$ cat src/design/srb_pkg.sv
package srb_pkg;

  localparam int unsigned OFF_W    = 62;
  localparam int unsigned BYTE_W   = 8;
  localparam int unsigned STATUS_W = 3;
  localparam int unsigned COUNT_W  = 13;

  typedef enum logic {
    ACT_INSERT = 1'b0,
    ACT_DRAIN  = 1'b1
  } action_t;

  typedef enum logic [STATUS_W-1:0] {
    STATUS_STORED  = 3'd0,
    STATUS_DUP     = 3'd1,
    STATUS_BEYOND  = 3'd2,
    STATUS_DRAINED = 3'd3,
    STATUS_EMPTY   = 3'd4
  } status_t;

  typedef enum logic [2:0] {
    ST_CLEAR,
    ST_IDLE,
    ST_LOCATE,
    ST_READ,
    ST_UPDATE
  } state_t;

  typedef struct packed {
    logic              action;
    logic [OFF_W-1:0]  offset;
    logic [BYTE_W-1:0] data_byte;
  } in_item_t;

  typedef struct packed {
    logic [STATUS_W-1:0] status;
    logic [BYTE_W-1:0]   out_byte;
    logic [OFF_W-1:0]    delivered_next;
    logic [COUNT_W-1:0]  buffered_count;
  } out_item_t;

  typedef struct packed {
    logic dup;
    logic beyond;
  } loc_t;

endpackage

$ cat src/design/srb_locate.sv
module srb_locate #(
  parameter int unsigned WINDOW = 4096
) (
  input  logic                          clk,
  input  logic                          en,
  input  logic [srb_pkg::OFF_W-1:0]     offset,
  input  logic [srb_pkg::OFF_W-1:0]     delivered,
  input  logic [$clog2(WINDOW)-1:0]     del_slot,
  output srb_pkg::loc_t                 loc,
  output logic [$clog2(WINDOW)-1:0]     slot
);

  localparam int unsigned SW = $clog2(WINDOW);

  logic [srb_pkg::OFF_W:0] diff;
  srb_pkg::loc_t           loc_r;
  srb_pkg::loc_t           loc_nxt;
  logic [SW-1:0]           d_low_r;
  logic [SW:0]             sum;

  // borrow out of the wide subtract marks an offset already delivered
  assign diff = {1'b0, offset} - {1'b0, delivered};

  always_comb begin
    loc_nxt.dup    = diff[srb_pkg::OFF_W];
    loc_nxt.beyond = !diff[srb_pkg::OFF_W] &&
                     (diff[srb_pkg::OFF_W-1:0] >= srb_pkg::OFF_W'(WINDOW));
  end

  always_ff @(posedge clk) begin
    if (en) begin
      loc_r   <= loc_nxt;
      d_low_r <= diff[SW-1:0];
    end
  end

  // slot = (del_slot + distance) mod WINDOW, distance < WINDOW when in window
  assign sum  = {1'b0, del_slot} + {1'b0, d_low_r};
  assign slot = (sum >= (SW+1)'(WINDOW)) ? SW'(sum - (SW+1)'(WINDOW)) : sum[SW-1:0];
  assign loc  = loc_r;

endmodule
$ cat config.mk
export PLATFORM = sky130hd
export DESIGN_NAME = srb_locate
export DESIGN_NICKNAME = d
export VERILOG_FILES = /design/src/design/srb_pkg.sv /design/src/design/srb_locate.sv
export SDC_FILE = /design/constraint.sdc
export NUM_CORES = 1
export LEC_CHECK = 0
export ABC_AREA = 1
export BUFFER_PORTS_ARGS = -buffer_cell sky130_fd_sc_hd__buf_2
export CAP_MARGIN = 40
export CORE_ASPECT_RATIO = 1.4
export CORE_MARGIN = 5
export CORE_UTILIZATION = 30
export DETAILED_ROUTE_END_ITERATION = 16
export SLEW_MARGIN = 20
export SYNTH_ARGS = -nofsm -noshare
export SYNTH_HDL_FRONTEND = slang
export SYNTH_SLANG_ARGS = --single-unit
$ cat constraint.sdc
create_clock -name clk -period 4.7 [get_ports clk]
set_clock_uncertainty 0.1 [all_clocks]
set_input_delay 1.175 -clock clk [delete_from_list [all_inputs] [get_ports clk]]
set_output_delay 1.175 -clock clk [all_outputs]
set_load 0.01 [all_outputs]
Yosys cells after proc, flatten, opt, wreduce, memory -nomap -nowiden

Index checks and enable logic that the tools add are counted.

Flip-flop bits (word level): 14
Input bits: 138
Output and inout port bits: 14
Word-level logic and storage cells: 11

Add/subtract/negate cells: 3
Order comparisons: 2
Multiplexer cells: 1
Reduce and logical (&&, ||, !) cells: 2

Operators with widths:

| operator                | number |
|---|---|
| $sub A62 B62 Y63        | 1 |
| $ge A62 B13 Y1 const B  | 1 |
| $add A12 B12 Y13        | 1 |
| $ge A13 B13 Y1 const B  | 1 |
| $mux W12                | 1 |
| $sub A12 B1 Y12 const B | 1 |
| $logic_and A1 B1 Y1     | 1 |
| $logic_not A1 Y1        | 1 |

Longest topological paths before layout

Depth in word-level cells: 3
Mapped depth: 23
Gate-level depth less buffers: 23

Worst setup path before layout

OpenSTA, ideal clock, no wires.

Kind: in2out
Start point: input del_slot[0]
End point: output slot[10]
Arrival: 2.907 ns
Data required time: 3.425 ns
Path slack: 0.518 ns
Stages on the path: 13
Buffers on the path: 0
Path through: ha_1 -> inv_1 -> fa_1 -> o21ai_0 -> a21oi_1 -> o21bai_1 -> nand2_1 -> nand2_1 -> a21oi_1 -> nor2_1 -> o21ai_0 -> nand2_1 -> xor2_1

Cells in the longest elaborated chain, start to end: 3
Elaborated cells on any way between the ends: 4
Classes of those cells: add/sub: 2; order compare: 1; mux: 1

RTL lines:

| element                                           | line             | RTL |
|---|---|---|
| start, declared                                   | srb_locate.sv:8  | `input logic [$clog2(WINDOW)-1:0] del_slot,` |
| $add A12 B12 Y13 (*)                              | srb_locate.sv:38 | `assign sum = {1'b0, del_slot} + {1'b0, d_low_r};` |
| $sub A12 B1 Y12 or $ge A13 B13 Y1 (tied branches) | srb_locate.sv:39 | `assign slot = (sum >= (SW+1)'(WINDOW)) ? SW'(sum - (SW+1)'(WINDOW)) : sum[SW-1:0];` |
| $mux W12 (*)                                      | srb_locate.sv:39 |  |
| end, declared                                     | srb_locate.sv:10 | `output logic [$clog2(WINDOW)-1:0] slot` |

Every way passes the cells marked *; elsewhere a longest branch is shown, timed or not.

Worst setup path in the final report

Same ends and word-level chain as after synthesis.

==> metrics.log <==
INFO  metric status = finished, final reports clean
INFO  metric critPathArrivalTime = between 3 and 4 ns
INFO  metric crit_path_start_kind = input pin
INFO  metric vias_in_the_first_global_route = just over 8000
INFO  metric floorplan.die.height = between 150 and 200 um
INFO  metric io_pins = about 150
INFO  metric cts_setup_buffers = 0
INFO  metric pwr-share-comb = 74.3%
INFO  metric clock_tree.buffer_depth = 2
INFO  metric ctsResizeCount = 0
INFO  metric clockPowerShare = 12.6%
INFO  metric end_kind = primary output
INFO  metric internal_power = 0.629 mW
INFO  metric global_route_wire_length_before_repair = 37900 um
INFO  metric wire_per_inst = 13.0 um
INFO  metric critical_path.max_fanout = 2
INFO  metric hpwlAfterDp = around 22000 um
INFO  metric worst_slew_margin_rel = between 70% and 80%
INFO  metric critPathRequiredTime = 3.42 ns
INFO  metric fraction_of_registers_with_async_set_reset = 0%
INFO  metric setup_slack = 0.313 ns
INFO  metric start_util = between 30% and 40%
INFO  metric detailedRoute.firstIterationViolations = around 360
INFO  metric via_per_inst = roughly 4.5
INFO  metric syn2layout_area_growth = 18.0%
INFO  metric vdd_ir_drop_max = 0.109 mV
INFO  metric mostFrequentLayoutCells = nand2_1 (565), inv_1 (355), buf_2 (151)
INFO  metric cts_root_buffer = clkbuf_16
INFO  metric grt_max_degree = 15
INFO  metric synth-edff-count = 14
INFO  metric route.final.wire_length = about 24000 um
INFO  metric routabilityCongestion = between 0.9 and 1
INFO  metric crit_type = in -> out
INFO  metric final_cell_area = 7970 um2
INFO  metric worst_hold_path.endpoint = d_low_r[1]
INFO  metric drv_cap = 0
INFO  metric seq_area_frac_synth = 6.22%
INFO  metric period_needed = 4.39 ns
INFO  metric number_of_antenna_violations_at_the_first_check_in_global_routing = 0
INFO  metric clock_sink_count = 14
INFO  metric yosysUniqueCellTypes = 30
INFO  metric timing.final.max_slew_violations = 0
INFO  metric finalCritPeriodShare = between 90% and 100%
INFO  metric max_fclk = roughly 230 MHz
INFO  metric n_antenna_cell = 0
INFO  metric io_buffers = 151
INFO  metric layout_commonest_cell = nand2_1
INFO  metric worst_hold_slack = 1.20 ns
INFO  metric pwr-share-seq = 13.1%
INFO  metric syn_nets = 1585
INFO  metric static-leakage-power = 5.28 nW
INFO  metric synth-seq-cells = 14
INFO  metric cts_max_level = 1
INFO  metric syn_area = 6750 um2
INFO  metric ctsHoldBuffers = 0
INFO  metric finalSetupViolations = 0
INFO  metric die_wd = 137 um
INFO  metric numCtsBuffers = 3
INFO  metric most_instantiated_flip_flop_cell_in_the_synthesis_netlist = edfxtp_1
INFO  metric clk_transition_reported_paths = approximately 0.05 ns
INFO  metric firstDrtPassIters = 7
INFO  metric total_via_count_after_detailed_routing = 8178
INFO  metric cts_tree = done
INFO  metric core.rowCount = 65
INFO  metric p_sw_share = roughly half
INFO  metric ant_nets = 0
INFO  metric floorplan.core_area = ~22000 um2
INFO  metric fin_setup_tns = 0 ns
INFO  metric syn-instance-count = 1372
INFO  metric finalHoldViolCount = 0
INFO  metric grt-ovfl-total = 0
INFO  metric design.die.area = 25700 um2
INFO  metric slew_at_the_pin_closest_to_its_max_slew_limit = between 0.4 and 0.5 ns
INFO  metric avg_inst_size_synth = just under 5 um2
INFO  metric min_delay_path_depth = 2
INFO  metric hold_start = offset[1]
INFO  metric track_usage = between 10% and 20%
INFO  metric route.detailed.drc = 0
INFO  metric timing.hold.worst.class = in -> reg
INFO  metric synth.yosys.warnings = 0
INFO  metric dpl_cell_area = 7890 um2
INFO  metric place_ws = 0.199 ns
INFO  metric p_per_area = 163 nW/um2
INFO  metric drive_above_1_share = 11.3%
INFO  metric grt_setup_unrepaired = false
INFO  metric design.final.nets = around 1700
INFO  metric p_switching = 0.670 mW
power groups by stage:
stage / clock (mW) / combinational (mW) / sequential (mW)
after floorplan: 0 / 0.652 / 0.172
after global placement: 0 / 0.965 / 0.172
after detailed placement: 0 / 0.970 / 0.172
after CTS: 0.167 / 0.974 / 0.170
after global routing: 0.172 / 1.10 / 0.172
final: 0.164 / 0.966 / 0.170
how the worst max path moves through the flow:
| stage | startpoint | endpoint | slack [ns] | cells after the start |
|---|---|---|---|---|
| 6_report | del_slot[0] | slot[10] | 0.31 | 15 |
| 2_1_floorplan | del_slot[0] | slot[10] | 0.52 | 13 |
| 4_1_cts | del_slot[0] | slot[10] | 0.19 | 15 |
| 3_5_place_dp | del_slot[0] | slot[10] | 0.20 | 15 |
| 3_3_place_gp | del_slot[0] | slot[10] | 0.15 | 15 |
| 5_1_grt | del_slot[0] | slot[10] | 0.03 | 15 |
critical path, cell delays in order:
cell and delay, ns:
buf_2 0.08, ha_1 0.15, inv_1 0.05, fa_1 0.41
o21ai_1 0.21, a21oi_1 0.10, o21bai_1 0.20, nand2_1 0.07
nand2_1 0.06, a21oi_1 0.08, nor2_1 0.09, o21ai_0 0.07
nand2_1 0.08, xor2_1 0.13, buf_2 0.14
metrics by stage:
step,total power [mW],utilization (%),std cells
after global placement,1.14,35.3,1825
after detailed placement,1.14,35.3,1825
final,1.30,35.6,1829
after floorplan,0.823,-,1372
after global routing,1.45,35.6,1829
after CTS,1.31,35.6,1829
flip-flops by register name (all words and copies together), names as in the netlist:
register  flops
d_low_r      12
loc           2
routing by layer:
layer	wire length, um	part of all wire, %	global-route usage [%]	up-vias
met3	763	3.2	0.886	57
met4	1240	5.2	8.18	0
li1	-	-	-	4417
met5	0	0	0	-
met1	8890	37	18.4	3526
met2	13000	54	37.6	178
logic make-up (layout without fill, tap and decap cells):
| kind of cell | Yosys count | count (layout) | share of synthesized area, % |
|---|---|---|---|
| AOI/OAI and AO/OA | 106 | 106 | 8.47 |
| DFF | 14 | 14 | 6.22 |
| adders and majority gates | 75 | 75 | 14.1 |
| and+or+nand+nor | 793 | 793 | 47.7 |
| buffers and inverters | 355 | 511 | 19.7 |
| xor gates and xnor gates | 29 | 29 | 3.76 |
layout make-up:
class	instances	area, um2
inverters	355	1330
fillers	2634	14400
well taps	301	377
clock inverters	1	3.75
repair buffers	152	763
clock buffers	3	75.1
flip-flops and latches	14	420
multi-input cells	1003	5000
Yosys cell counts, drive strengths merged (2+ instances only):
library cell | instances | area [um2]
nand2 | 570 | 2150
inv | 355 | 1330
nor2 | 125 | 487
ha | 73 | 913
a21oi | 72 | 360
nand3 | 59 | 315
xor2 | 24 | 210
o21ai | 18 | 90.1
nand3b | 16 | 120
edfxtp | 14 | 420
nand4 | 11 | 68.8
o21bai | 7 | 52.6
nor3 | 6 | 35.0
xnor2 | 5 | 43.8
nor4 | 3 | 25.0
a21boi | 2 | 15.0
and2 | 2 | 12.5
fa | 2 | 40.0
o211ai | 2 | 15.0
o31ai | 2 | 15.0
No activity file was read; power rests on OpenSTA's default activity.
